<file path="config.mk">
export PLATFORM = sky130hd
export DESIGN_NAME = icgp_key_search
export DESIGN_NICKNAME = d
export VERILOG_FILES = /design/src/rtl/core/icgp_pkg.sv /design/src/rtl/core/icgp_key_search.sv
export SDC_FILE = /design/constraint.sdc
export NUM_CORES = 2
export LEC_CHECK = 0
export BUFFER_PORTS_ARGS = -buffer_cell sky130_fd_sc_hd__buf_2
export CORE_MARGIN = 8
export CORE_UTILIZATION = 45
export CTS_CLUSTER_DIAMETER = 120
export DETAILED_ROUTE_END_ITERATION = 12
export SYNTH_ARGS = -nofsm -noshare
export SYNTH_HDL_FRONTEND = slang
export SYNTH_SLANG_ARGS = --single-unit
</file>
<file path="constraint.sdc">
create_clock -name clk -period 7.1 [get_ports clk]
set_input_delay 0.355 -clock clk [delete_from_list [all_inputs] [get_ports clk]]
set_output_delay 0.355 -clock clk [all_outputs]
set_load 0.01 [all_outputs]
</file>
<file path="src/rtl/core/icgp_pkg.sv">
// Shared types and constants for the inode cache get/put block.
package icgp_pkg;

  localparam int NUM_SLOTS  = 64;
  localparam int SLOT_W     = $clog2(NUM_SLOTS);
  localparam int CNT_W      = $clog2(NUM_SLOTS + 1);
  localparam int SLOT_IN_W  = 6;
  localparam int FS_W       = 8;
  localparam int NODE_W     = 31;
  localparam int PID_W      = 15;
  localparam int LOCK_W     = 8;
  localparam int EV_W       = 32;
  localparam int STATUS_W   = 3;

  localparam logic [LOCK_W-1:0] LOCK_MAX = 8'd255;

  typedef enum logic [STATUS_W-1:0] {
    ST_HIT    = 3'd0,
    ST_NEW    = 3'd1,
    ST_WAIT   = 3'd2,
    ST_NOFREE = 3'd3,
    ST_HELD   = 3'd4,
    ST_FREED  = 3'd5,
    ST_ERROR  = 3'd6
  } status_t;

  typedef enum logic [1:0] {
    S_IDLE,
    S_SCAN,
    S_READ,
    S_EVAL
  } state_t;

  typedef enum logic [1:0] {
    OP_HIT,
    OP_MISS,
    OP_PUT
  } op_t;

  typedef struct packed {
    logic [FS_W-1:0]   fs;
    logic [NODE_W-1:0] node;
  } key_t;

  typedef struct packed {
    logic              en;
    logic [SLOT_W-1:0] idx;
    key_t              key;
  } key_wr_t;

  typedef struct packed {
    logic              done;
    logic              found;
    logic [SLOT_W-1:0] idx;
  } srch_res_t;

  typedef struct packed {
    logic              unlink;
    logic              append;
    logic [SLOT_W-1:0] slot;
  } fl_cmd_t;

endpackage

</file>
<file path="src/rtl/core/icgp_key_search.sv">
// Key store with a sequential full-key search, one slot compared per cycle.
module icgp_key_search import icgp_pkg::*; (
  input  logic              clk,
  input  logic              rst,
  input  logic              start,
  input  key_t              key,
  input  key_wr_t           ins,
  input  logic [SLOT_W-1:0] chk_idx,
  output logic              chk_valid,
  output srch_res_t         res
);

  localparam logic [SLOT_W-1:0] LAST_IDX = SLOT_W'(NUM_SLOTS - 1);

  key_t                 key_mem [NUM_SLOTS];
  key_t                 rd_key;
  logic [NUM_SLOTS-1:0] kvalid;
  logic                 busy;
  logic                 cmp_valid;
  logic [SLOT_W-1:0]    scan_idx;
  logic [SLOT_W-1:0]    cmp_idx;
  logic                 match;
  logic                 last;

  always_ff @(posedge clk) begin
    rd_key <= key_mem[scan_idx];
    if (ins.en) begin
      key_mem[ins.idx] <= ins.key;
    end
  end

  // The compare stage sees the entry that was addressed in the cycle before.
  assign match = cmp_valid && kvalid[cmp_idx] && (rd_key == key);
  assign last  = (cmp_idx == LAST_IDX);

  assign res.done  = busy && cmp_valid && (match || last);
  assign res.found = match;
  assign res.idx   = cmp_idx;

  assign chk_valid = kvalid[chk_idx];

  always_ff @(posedge clk) begin
    if (rst) begin
      kvalid    <= '0;
      busy      <= 1'b0;
      cmp_valid <= 1'b0;
      scan_idx  <= '0;
      cmp_idx   <= '0;
    end else begin
      if (ins.en) begin
        kvalid[ins.idx] <= 1'b1;
      end
      if (start) begin
        busy      <= 1'b1;
        cmp_valid <= 1'b0;
        scan_idx  <= '0;
      end else if (busy) begin
        if (res.done) begin
          busy      <= 1'b0;
          cmp_valid <= 1'b0;
        end else begin
          cmp_valid <= 1'b1;
          cmp_idx   <= scan_idx;
          scan_idx  <= scan_idx + SLOT_W'(1);
        end
      end
    end
  end

endmodule

</file>
==> flow_summary.json <==
{
  "outcome": "finished, final reports clean",
  "cpLargestDelayFamily": "simple AND/OR/NAND/NOR gates",
  "slew_headroom_pct": 12.1,
  "switching_share_pct": 20.0,
  "crit_required_ns": 6.74,
  "syn_nets": 4166,
  "critPathBufInv": 2,
  "yosys_warnings": 0,
  "synth.avg_cell_area_um2": 24.5,
  "synth-seq-cells": 2613,
  "antenna_found_initial": 33,
  "synth-seq-area-share_pct": 77.6,
  "cp-end-kind": "primary output",
  "final_core_utilization_pct": 51.4,
  "grt_util_all_layers_pct": 23.1,
  "combinationalPowerShare_pct": 2.6,
  "initial_utilization_pct": 45.3,
  "synthArstFlopShare_pct": 0,
  "final_cell_mix": "edfxtp_1, mux4_2, clkbuf_16",
  "ys.flop_type": "edfxtp_1",
  "worst_pin_slew_ns": 1.31,
  "r2r-start": "scan_idx[0]$_SDFFE_PP0P_",
  "slowest_stage": "nor4_1",
  "grt_max_degree": 116,
  "slew_viol_final": 0,
  "fill_cells": 17100,
  "path_max_fanout": 2,
  "synth_area_leader_cell": "edfxtp_1",
  "clock-skew-final_ns": 0.0509,
  "crit_start": "rd_key[25]$_DFF_P_",
  "seq_area_um2": 77300,
  "final_common_cell": "edfxtp_1",
  "crit_arrival_ns": 4.72,
  "syn_area_um2": 99600,
  "cts_sinks": 2613,
  "critical_path_class": "reg2out",
  "die_x_um": 487,
  "crit_chain": "xnor2_1 -> nand4_1 -> or4_1 -> or4b_2 -> nor4_1 -> buf_4 -> buf_2",
  "r2r_slack_ns": 3.38,
  "yosysTopAreaCellShare_pct": 75.2,
  "area_delta_synth_final_pct": 13.4,
  "root_buffer": "clkbuf_16",
  "synth_edf_count": 2496,
  "finalSetupViolations": 0,
  "grt_first_pass_wirelength_um": 381000,
  "clock.fmax_mhz": 197,
  "dp_slack_ns": 2.76,
  "post-route-period-util_pct": 71.4,
  "post_cts_buffers": 0,
  "seqPwrFrac_pct": 53.5,
  "p_int_mw": 25.5,
  "placementRows": 172,
  "worstHoldPathType": "in2reg",
  "drc": 0,
  "fin_ws_ns": 2.03,
  "gr-total-overflow": 0,
  "irDropWorstVdd_mv": 0.239,
  "critPathLaunchType": "flop",
  "clock_latency_ns": 0.93,
  "cts_buffers": 284,
  "synth_cells": 4071,
  "p_clk_share_pct": 43.9,
  "wire_per_inst_um": 36.8,
  "drtIter0Drc": 6162,
  "cts_tree": "built",
  "dieArea_um2": 237000,
  "h-tree-depth": 5,
  "hold_violations": 0,
  "synthTopCellsByArea": "edfxtp_1, mux4_2, dfxtp_1",
  "layout_min_cycle_time_ns": 5.07,
  "power_density_nw_per_um2": 282,
  "drtAntennaViolNets": 0,
  "gp_congestion": 0.815,
  "fin_setup_tns_ns": 0,
  "layout-drive-gt1-share_pct": 33.2,
  "clkSlewWorstSetupHoldPaths_ns": 0.06,
  "coreArea_um2": 220000,
  "synthDistinctLibCells": 51,
  "min_from": "rst",
  "vias": 46900,
  "drt-pass1-iter-count": 6,
  "clk_path_buf_depth": 4,
  "io_buffers": 102,
  "multi_input_area_um2": 21800,
  "die_h_um": 487,
  "max_stage_delay_ns": 1.09,
  "nNetsFinal": 4446,
  "ios": 103,
  "place_hpwl_um": 145000,
  "viasPerCell": 6.23,
  "wirelength_um": 277000,
  "grt_pass1_vias": 46900,
  "maxCapViolCount": 0,
  "power_switching_mw": 6.35,
  "rsz0062_at_grt": "no",
  "p_leak_nw": 33.7
}
-- through the flow --
stage               instance area, um2  hold slack, ns  total power [mW]  cells
floorplan                        99600           0.449              17.8   4071
global placement                104000           0.470              18.2   7022
detailed placement              104000           0.479              18.2   7022
CTS                             113000          0.0628              32.1   7510
global route                    113000           0.125              32.7   7514
finish                          113000          0.0923              31.8   7519
-- layer usage --
layer / vias to the layer above / part of all wire, % / track usage, %
met4: 16 / 3.7 / 7.75
met3: 476 / 8.0 / 4.22
li1: 18200 / - / -
met1: 26000 / 40 / 32.3
met5: - / 0.039 / 0
met2: 2230 / 48 / 37.1
-- path summary, 6_finish.rpt --
check / to / cells past startpoint
max: res[6] / 7
min: busy$_SDFF_PP0_ / 3
max reg2reg: rd_key[2]$_DFF_P_ / 5
min reg2reg: kvalid[22]$_SDFFE_PP0P_ / 2
-- flip-flops by register name, summed over array words and instances, names as in the netlist --
name and flops:
cmp_valid 1, scan_idx 6, rd_key 39, kvalid 64, key_mem 2496, busy 1, cmp_idx 6
-- timing repair --
action | in CTS | in global routing
gates resized for setup | 0 | 0
hold buffers | 1 | 0
endpoints found under the setup margin | 0 | 0
endpoints found under the hold margin | 14 | 0
-- synth_stat cells (2+ instances only) --
| cell | instances |
|---|---|
| inv_1 | 5 |
| nand4_1 | 20 |
| mux4_2 | 847 |
| o21ai_0 | 4 |
| mux4_1 | 5 |
| a21oi_1 | 5 |
| buf_6 | 2 |
| nor3_1 | 6 |
| buf_2 | 69 |
| mux2_2 | 2 |
| nand2_1 | 18 |
| xnor2_1 | 34 |
| o21ba_2 | 4 |
| o211ai_1 | 3 |
| mux2i_1 | 18 |
| or2b_1 | 4 |
| nor2_1 | 188 |
| o2111a_1 | 2 |
| nand2b_1 | 20 |
| or3_1 | 3 |
| dfxtp_1 | 117 |
| nor2b_1 | 8 |
| nor4_1 | 6 |
| nand3b_1 | 3 |
| nand3_1 | 11 |
| clkbuf_1 | 124 |
| or4_1 | 5 |
| buf_1 | 12 |
| edfxtp_1 | 2496 |
| buf_4 | 5 |
| nor4b_1 | 3 |
| and2_1 | 2 |
| and3_1 | 2 |
-- tightest hold or removal path: stages --
cell    delay [ns]
buf_2         0.11
buf_4         0.31
nor2_1        0.18
-- cells by family after synthesis --
group | after synthesis | synth area share (%)
adders and majority gates | 1 | 0.0126
AOI/OAI and AO/OA | 26 | 0.221
xor gates and xnor gates | 34 | 0.299
and+or+nand+nor | 305 | 1.43
DFF | 2613 | 77.6
buffers and inverters | 220 | 0.971
muxes | 872 | 19.5
-- cell type report --
cell class,instances,share of cell area [%]
diodes,9,0.0199
clock buffers,359,6.70
clock inverters,128,0.964
inverters,5,0.0166
multi-input cells,1238,19.3
flip-flops and latches,2613,68.4
well taps,2958,3.28
repair buffers,209,1.29
-- power groups by stage --
stage               Sequential [mW]  Combinational, mW  Clock (mW)
global placement               17.3              0.831           0
CTS                            17.0              0.851        14.2
global route                   17.0              0.892        14.7
finish                         17.0              0.840        14.0
floorplan                      17.3              0.433           0
detailed placement             17.4              0.849           0
Note: power is estimated with default switching activity, not from simulation.
