$ cat config.mk
export PLATFORM = sky130hd
export DESIGN_NAME = icgp_free_list
export DESIGN_NICKNAME = d
export VERILOG_FILES = /design/src/rtl/core/icgp_pkg.sv /design/src/rtl/core/icgp_free_list.sv
export SDC_FILE = /design/constraint.sdc
export NUM_CORES = 1
export LEC_CHECK = 0
export ABC_AREA = 1
export ABC_CLOCK_PERIOD_IN_PS = 5110
export BUFFER_PORTS_ARGS = -buffer_cell sky130_fd_sc_hd__buf_2
export CORE_MARGIN = 2
export CORE_UTILIZATION = 45
export DETAILED_ROUTE_END_ITERATION = 8
export PLACE_DENSITY = 0.67
export SLEW_MARGIN = 10
export SYNTH_ARGS = -nofsm -noshare
export SYNTH_HDL_FRONTEND = slang
export SYNTH_SLANG_ARGS = --single-unit
$ cat constraint.sdc
create_clock -name clk -period 5.11 [get_ports clk]
set_input_delay 0.2555 -clock clk [delete_from_list [all_inputs] [get_ports clk]]
set_output_delay 0.2555 -clock clk [all_outputs]
set_load 0.005 [all_outputs]
$ cat src/rtl/core/icgp_pkg.sv
// Shared types and constants for the inode cache get/put block.
package icgp_pkg;

  localparam int NUM_SLOTS  = 64;
  localparam int SLOT_W     = $clog2(NUM_SLOTS);
  localparam int CNT_W      = $clog2(NUM_SLOTS + 1);
  localparam int SLOT_IN_W  = 6;
  localparam int FS_W       = 8;
  localparam int NODE_W     = 31;
  localparam int PID_W      = 15;
  localparam int LOCK_W     = 8;
  localparam int EV_W       = 32;
  localparam int STATUS_W   = 3;

  localparam logic [LOCK_W-1:0] LOCK_MAX = 8'd255;

  typedef enum logic [STATUS_W-1:0] {
    ST_HIT    = 3'd0,
    ST_NEW    = 3'd1,
    ST_WAIT   = 3'd2,
    ST_NOFREE = 3'd3,
    ST_HELD   = 3'd4,
    ST_FREED  = 3'd5,
    ST_ERROR  = 3'd6
  } status_t;

  typedef enum logic [1:0] {
    S_IDLE,
    S_SCAN,
    S_READ,
    S_EVAL
  } state_t;

  typedef enum logic [1:0] {
    OP_HIT,
    OP_MISS,
    OP_PUT
  } op_t;

  typedef struct packed {
    logic [FS_W-1:0]   fs;
    logic [NODE_W-1:0] node;
  } key_t;

  typedef struct packed {
    logic              en;
    logic [SLOT_W-1:0] idx;
    key_t              key;
  } key_wr_t;

  typedef struct packed {
    logic              done;
    logic              found;
    logic [SLOT_W-1:0] idx;
  } srch_res_t;

  typedef struct packed {
    logic              unlink;
    logic              append;
    logic [SLOT_W-1:0] slot;
  } fl_cmd_t;

endpackage

$ cat src/rtl/core/icgp_free_list.sv
// Free list kept as a doubly linked list in two link memories, oldest release at the head.
module icgp_free_list import icgp_pkg::*; (
  input  logic              clk,
  input  logic              rst,
  input  logic [SLOT_W-1:0] rd_slot,
  input  fl_cmd_t           cmd,
  output logic [SLOT_W-1:0] head,
  output logic [CNT_W-1:0]  count
);

  localparam logic [SLOT_W-1:0] LAST_IDX = SLOT_W'(NUM_SLOTS - 1);

  logic [SLOT_W-1:0]    next_mem [NUM_SLOTS];
  logic [SLOT_W-1:0]    prev_mem [NUM_SLOTS];
  logic [NUM_SLOTS-1:0] nvalid;
  logic [NUM_SLOTS-1:0] pvalid;
  logic [SLOT_W-1:0]    next_rd;
  logic [SLOT_W-1:0]    prev_rd;
  logic [SLOT_W-1:0]    rd_q;
  logic [SLOT_W-1:0]    tail;
  logic [SLOT_W-1:0]    nxt;
  logic [SLOT_W-1:0]    prv;

  logic                 nx_we;
  logic [SLOT_W-1:0]    nx_wa;
  logic [SLOT_W-1:0]    nx_wd;
  logic                 pv_we;
  logic [SLOT_W-1:0]    pv_wa;
  logic [SLOT_W-1:0]    pv_wd;

  // Links never written still hold their reset order: slot i sits between i-1 and i+1.
  assign nxt = nvalid[rd_q] ? next_rd : rd_q + SLOT_W'(1);
  assign prv = pvalid[rd_q] ? prev_rd : rd_q - SLOT_W'(1);

  always_comb begin
    nx_we = 1'b0;
    nx_wa = '0;
    nx_wd = '0;
    pv_we = 1'b0;
    pv_wa = '0;
    pv_wd = '0;
    if (cmd.unlink) begin
      if (cmd.slot != head) begin
        nx_we = 1'b1;
        nx_wa = prv;
        nx_wd = nxt;
      end
      if (cmd.slot != tail) begin
        pv_we = 1'b1;
        pv_wa = nxt;
        pv_wd = prv;
      end
    end else if (cmd.append && (count != '0)) begin
      nx_we = 1'b1;
      nx_wa = tail;
      nx_wd = cmd.slot;
      pv_we = 1'b1;
      pv_wa = cmd.slot;
      pv_wd = tail;
    end
  end

  always_ff @(posedge clk) begin
    next_rd <= next_mem[rd_slot];
    prev_rd <= prev_mem[rd_slot];
    rd_q    <= rd_slot;
    if (nx_we) begin
      next_mem[nx_wa] <= nx_wd;
    end
    if (pv_we) begin
      prev_mem[pv_wa] <= pv_wd;
    end
  end

  always_ff @(posedge clk) begin
    if (rst) begin
      head   <= '0;
      tail   <= LAST_IDX;
      count  <= CNT_W'(NUM_SLOTS);
      nvalid <= '0;
      pvalid <= '0;
    end else begin
      if (nx_we) begin
        nvalid[nx_wa] <= 1'b1;
      end
      if (pv_we) begin
        pvalid[pv_wa] <= 1'b1;
      end
      if (cmd.unlink) begin
        if (cmd.slot == head) begin
          head <= nxt;
        end
        if (cmd.slot == tail) begin
          tail <= prv;
        end
        count <= count - CNT_W'(1);
      end else if (cmd.append) begin
        if (count == '0) begin
          head <= cmd.slot;
        end
        tail  <= cmd.slot;
        count <= count + CNT_W'(1);
      end
    end
  end

endmodule

==> flow_metrics.env, run 1 <==
export IMPL_ys_async_sr_fraction_pct=0
export IMPL_wl_per_cell_um=21.2
export IMPL_grt_max_degree=174
export IMPL_dp_cells=4538
export IMPL_grt_setup_unrepaired="no"
export IMPL_diodes=0
export IMPL_rows=107
export IMPL_hold_ws_ps=73.2
export IMPL_worstSetupPathType="reg2reg"
export IMPL_worstPathArrival_ps=3940
export IMPL_powerDensity_nw_per_um2=397
export IMPL_clkSinkCount=933
export IMPL_cts_hold_buffers=3
export IMPL_finalCritPeriodShare_pct=71.8
export IMPL_crit_chain="inv_4 > nand2_1 > nand3_1 > a21oi_1 > nor2_1 > nand2_1 > nand3_4 > nand2_4 > nand2_1 > nand2_1 > nand3_1 > nand2_2 > nand3_1 > nor2_1"
export IMPL_cp_required_ps=5390
export IMPL_io_buffers=28
export IMPL_layout_cells_non_filler=4710
export IMPL_cts_tree="done"
export IMPL_drive_gt1_share_pct=8.24
export IMPL_syn_cell_area_um2=38500
export IMPL_slowest_delay_ps=690
export IMPL_synth_top_cell_area_share_pct=59.9
export IMPL_core_area_um2=85000
export IMPL_dr_max_layer_used="met5"
export IMPL_synth_edf_count=768
export IMPL_end_kind="register"
export IMPL_final_setup_skew_ps=30.3
export IMPL_drc=0
export IMPL_fin_util_pct=50.5
export IMPL_cts_buffers=90
export IMPL_cp_max_fo=54
export IMPL_relSlewSlack_pct=23.2
export IMPL_fp_dieArea_um2=88000
export IMPL_cts_root_buf="clkbuf_16"
export IMPL_synthDistinctLibCells=43
export IMPL_synth_top_flop_cell="edfxtp_1"
export IMPL_first_pass_iters=8
export IMPL_nets=3513
export IMPL_drv_slew=0
export IMPL_hold_viol=0
export IMPL_wl_met3_um=9540
export IMPL_ir_worst_vdd_mv=0.303
export IMPL_status="finished, final reports clean"
export IMPL_grt_overflow=0
export IMPL_synthCells=3532
export IMPL_setup_violations_final=0
export IMPL_yosysTopAreaCell="edfxtp_1"
export IMPL_synth_seq_area_share_pct=68.4
export IMPL_die_width_um=297
export IMPL_route_vias_total=26821
export IMPL_wl_met2_um=45500
export IMPL_antenna_found_initial=3
export IMPL_grt_usage_pct=22.6
export IMPL_clkLatencyLatePin_ps=660
export IMPL_cts_buffer_depth=3
export IMPL_gp_congestion=0.899
export IMPL_path_clk_slew_ps=60
export IMPL_syn_num_nets=3556
export IMPL_cts_setup_buffers=0
export IMPL_postRouteAntennaNets=0
export IMPL_grt_first_pass_wirelength_um=151000
export IMPL_cap_violations=0
export IMPL_wl_met1_um=42600
export IMPL_num_io_pins=29
export IMPL_pre_cts_slack_ps=1540
export IMPL_p_leak_nw=15.2
export IMPL_cts_htree_levels=3
export IMPL_via_per_inst=5.69
export IMPL_drt_initial_drc_count=3071
export IMPL_cp_common_cell="nand2_1"
export IMPL_area_delta_synth_final_pct=11.4
export IMPL_syn_avg_cell_area_um2=10.9
export IMPL_start_util_pct=45.3
export IMPL_cp_slowest_cell="nor2_1"
export IMPL_hold_path_class="in2reg"
export IMPL_placed_area_um2=39800
export IMPL_grt_pass1_vias=24965
export IMPL_yosysWarningCount=0
export IMPL_start_kind="register"
export IMPL_synth_area_leaders="edfxtp_1, dfxtp_1, o21ai_0, nor2_1, o22ai_1"
export IMPL_final_common_cell="edfxtp_1"
export IMPL_layout_common_cells="edfxtp_1, nor2_1, o21ai_0"
export IMPL_tns_ps=0
export IMPL_routed_wl_um=100000
export IMPL_hpwlAfterDp_um=60500
export IMPL_timing_fmax_ghz=0.273
export IMPL_die_h_um=297
export IMPL_power_mw=17.0
export IMPL_postLayoutCellArea_um2=42900
export IMPL_cts_resized=0
export IMPL_setup_ws_ps=1440
export IMPL_period_minus_slack_ps=3670
export IMPL_worst_pin_slew_ps=1140
export IMPL_yosys_register_bits=933
==> routing by layer <==
layer / track usage, % / up-vias
met5: 0.721 / -
met4: 7.00 / 4
met3: 3.97 / 164
met2: 34.7 / 1299
met1: 32.8 / 13004
li1: - / 12350
==> Yosys cell counts (7+ instances only) <==
cell type and count:
a21oi_1 129, buf_2 18, buf_6 8, clkbuf_1 179, dfxtp_1 165, edfxtp_1 768, ha_1 7, inv_1 282
inv_2 10, nand2_1 336, nand3_1 142, nand4_1 7, nor2_1 588, nor2_2 12, nor2_4 16, o211ai_1 16
o21ai_0 535, o221ai_1 27, o22ai_1 206, xor2_1 10
==> cell type report <==
cell class / count / area [um^2]
fillers: 7329 / 42100
well taps: 1144 / 1430
repair buffers: 81 / 638
clock buffers: 129 / 2590
flip-flops and latches: 933 / 26400
multi-input cells: 2088 / 10300
inverters: 295 / 1120
clock inverters: 40 / 505
==> power by group <==
part	switching [mW]	internal [mW]
clock	2.87	4.06
sequential	0.0505	8.54
combinational	1.18	0.355
total	4.10	13.0
==> worst max-delay path, delay by kind of cell, from the launching register on <==
| family | cells | cell delay [ps] |
|---|---|---|
| compound gates | 1 | 260 |
| buf+inv | 1 | 340 |
| flops | 1 | 630 |
| simple gates | 12 | 1990 |
==> sequential cells by signal, indices dropped and copies added, names as in the netlist <==
| name | flops |
|---|---|
| tail | 6 |
| nvalid | 64 |
| prev_mem | 384 |
| next_rd | 6 |
| next_mem | 384 |
| pvalid | 64 |
| prev_rd | 6 |
| count | 7 |
| rd_q | 6 |
| head | 6 |
==> path summary, 6_finish.rpt <==
path	start	to	slack, ps	cells after the start
min reg2reg	nvalid[22]$_SDFFE_PP0N_	nvalid[22]$_SDFFE_PP0N_	450	2
min	cmd[0]	head[0]$_SDFFE_PP0P_	70	5
max	rd_q[0]$_DFF_P_	prev_mem[41][3]$_DFFE_PP_	1440	14
max reg2reg	rd_q[0]$_DFF_P_	prev_mem[41][3]$_DFFE_PP_	1440	14
==> kinds of logic (layout without fill, tap and decap cells) <==
kind of cell	Yosys count	in the layout	synth area share [%]
AO/OA/AOI/OAI	933	933	13.3
XOR/XNOR	15	15	0.341
adder cells (fa/ha/maj)	8	8	0.279
buffers and inverters	511	545	5.25
flip-flops	933	933	68.4
AND/OR/NAND/NOR	1132	1132	12.4
(Power assumes the default switching activity.)
==> run 2: changes to the inputs <==
- ABC_CLOCK_PERIOD_IN_PS: 5110 -> 3200
- PLACE_DENSITY: 0.67 -> 0.69
- clock period: 5.11 -> 3.2 ns (I/O delays scaled with it)
==> run 2 against run 1 <==
Fmax is 20% higher. Non-clock buffer count is 78 higher. Highest routed layer is now met4. Count of clock-buffer cells in the layout is 17 lower. First-iteration DRC count is 9.6% higher. Sequential power is 59% higher.
==> flow_metrics.env, run 2 (synthesized netlist as in run 1, its figures left out) <==
export IMPL_nets=3588
export IMPL_wl_per_cell_um=21.5
export IMPL_drive_gt1_share_pct=10.6
export IMPL_swShare_pct=24.4
export IMPL_dp_cells=4609
export IMPL_drc=0
export IMPL_io_buffers=28
export IMPL_drv_slew=0
export IMPL_route_vias_total=27266
export IMPL_cp_slowest_cell="dfxtp_2"
export IMPL_cts_buffer_depth=3
export IMPL_antenna_found_initial=0
export IMPL_area_delta_synth_final_pct=13.4
export IMPL_hold_ws_ps=34.0
export IMPL_intPower_mw=20.1
export IMPL_hold_viol=0
export IMPL_layout_common_cells="edfxtp_1, nor2_1, o21ai_0"
export IMPL_cts_htree_levels=3
export IMPL_ir_worst_vdd_mv=0.519
export IMPL_worst_pin_slew_ps=811
export IMPL_drt_initial_drc_count=3366
export IMPL_worstSetupPathType="reg2reg"
export IMPL_routed_wl_um=103000
export IMPL_start_kind="register"
export IMPL_first_pass_iters=5
export IMPL_grt_first_pass_wirelength_um=155000
export IMPL_grt_usage_pct=23.1
export IMPL_gp_congestion=0.902
export IMPL_period_minus_slack_ps=3050
export IMPL_relSlewSlack_pct=45.9
export IMPL_top_regs="next_mem: 384 flops, prev_mem: 384 flops"
export IMPL_postRouteAntennaNets=0
export IMPL_grt_overflow=0
export IMPL_p_leak_nw=15.5
export IMPL_end_kind="register"
export IMPL_via_per_inst=5.71
export IMPL_critical_path_buf_inv_count=3
export IMPL_cts_root_buf="clkbuf_16"
export IMPL_clkLatencyLatePin_ps=650
export IMPL_cpLargestDelayFamily="simple AND/OR/NAND/NOR gates"
export IMPL_start_util_pct=45.3
export IMPL_setup_violations_final=0
export IMPL_final_common_cell="edfxtp_1"
export IMPL_grt_max_degree=110
export IMPL_core_area_um2=85000
export IMPL_fp_dieArea_um2=88000
export IMPL_hold_path_class="in2reg"
export IMPL_layout_cells_non_filler=4778
export IMPL_diodes=0
export IMPL_timing_fmax_ghz=0.328
export IMPL_cp_required_ps=3500
export IMPL_fin_util_pct=51.4
export IMPL_power_switching_mw=6.48
export IMPL_die_width_um=297
export IMPL_p_clk_share_pct=38.3
export IMPL_cts_tree="done"
export IMPL_slowest_delay_ps=430
export IMPL_num_io_pins=29
export IMPL_clkSinkCount=933
export IMPL_rows=107
export IMPL_combPwrFrac_pct=10.2
export IMPL_worstPathArrival_ps=3350
export IMPL_cap_violations=0
export IMPL_final_setup_skew_ps=24.2
export IMPL_grt_pass1_vias=25701
export IMPL_crit_chain="inv_4 > buf_12 > nand2_1 > nand3_1 > a21oi_1 > nor2_1 > nand2_1 > nand3_4 > nand3_1 > nand4_1 > nand2_1 > nand2_1 > nor2_4 > nand2_1 > inv_1"
export IMPL_cp_max_fo=23
export IMPL_hpwlAfterDp_um=63600
export IMPL_finalCritPeriodShare_pct=95.2
export IMPL_powerDensity_nw_per_um2=609
export IMPL_status="finished, final reports clean"
export IMPL_cts_buffers=87
export IMPL_cp_common_cell="nand2_1"
export IMPL_die_h_um=297
export IMPL_path_clk_slew_ps=70
export IMPL_seq_power_share_pct=51.5
run 2: changes by cell type in the layout (fill, tap and decap cells not counted), moves of 6 or more:
cell / change
clkbuf_1: -6
buf_4: +39
inv_1: -27
clkinv_1: +12
inv_2: +26
buf_12: +39
clkbuf_8: -7
run 2: path summary, 6_finish.rpt:
kind | start | end | slack (ps) | cells after the start
worst max register to register | rd_q[0]$_DFF_P_ | prev_mem[12][5]$_DFFE_PP_ | 150 | 15
worst max-delay path | rd_q[0]$_DFF_P_ | prev_mem[12][5]$_DFFE_PP_ | 150 | 15
worst min register to register | pvalid[22]$_SDFFE_PP0N_ | pvalid[22]$_SDFFE_PP0N_ | 450 | 2
worst min-delay path | rst | pvalid[9]$_SDFFE_PP0N_ | 30 | 2
run 2: power by group through the flow:
stage | Sequential, mW | Clock (mW) | Combinational, mW
after floorplan | 14.0 | 0 | 1.50
after global placement | 14.0 | 0 | 2.61
after detailed placement | 14.0 | 0 | 2.64
after CTS | 13.7 | 10.3 | 2.66
after global routing | 13.7 | 10.7 | 2.92
final | 13.7 | 10.2 | 2.72
run 2: layer usage:
layer  vias to the layer above  track usage (%)  share of wire [%]
met5                         -                0                  0
met1                     13250             32.6                 42
met2                      1354             36.2                 46
met4                         0             7.53                2.6
met3                       164             4.22                9.5
li1                      12498                -                  -
run 2: through the flow:
step / setup TNS [ps] / power (mW) / setup WS, ps / instance area [um^2]
2_1_floorplan: 0 / 15.5 / 363 / 38600
3_3_place_gp: 0 / 16.6 / 163 / 40800
3_5_place_dp: 0 / 16.6 / 150 / 40800
4_1_cts: 0 / 26.6 / 104 / 43600
5_1_grt: -93.2 / 27.4 / -16.9 / 43700
6_report: 0 / 26.6 / 155 / 43700
run 2: timing repair:
| action | 4_1_cts | 5_1_grt |
|---|---|---|
| hold endpoints to repair | 7 | 0 |
| gates resized for setup | 0 | 30 |
| buffers inserted | 0 | 7 |
| hold buffers | 3 | 0 |
| setup endpoints to repair | 0 | 280 |
run 2: cell type report:
class	count	area [um^2]
fill	7308	41300
inverter	295	1120
multi-input combinational	2088	10300
timing repair buffer	159	1710
sequential	933	26400
clock buffer	112	2370
clock inverter	47	390
tap	1144	1430
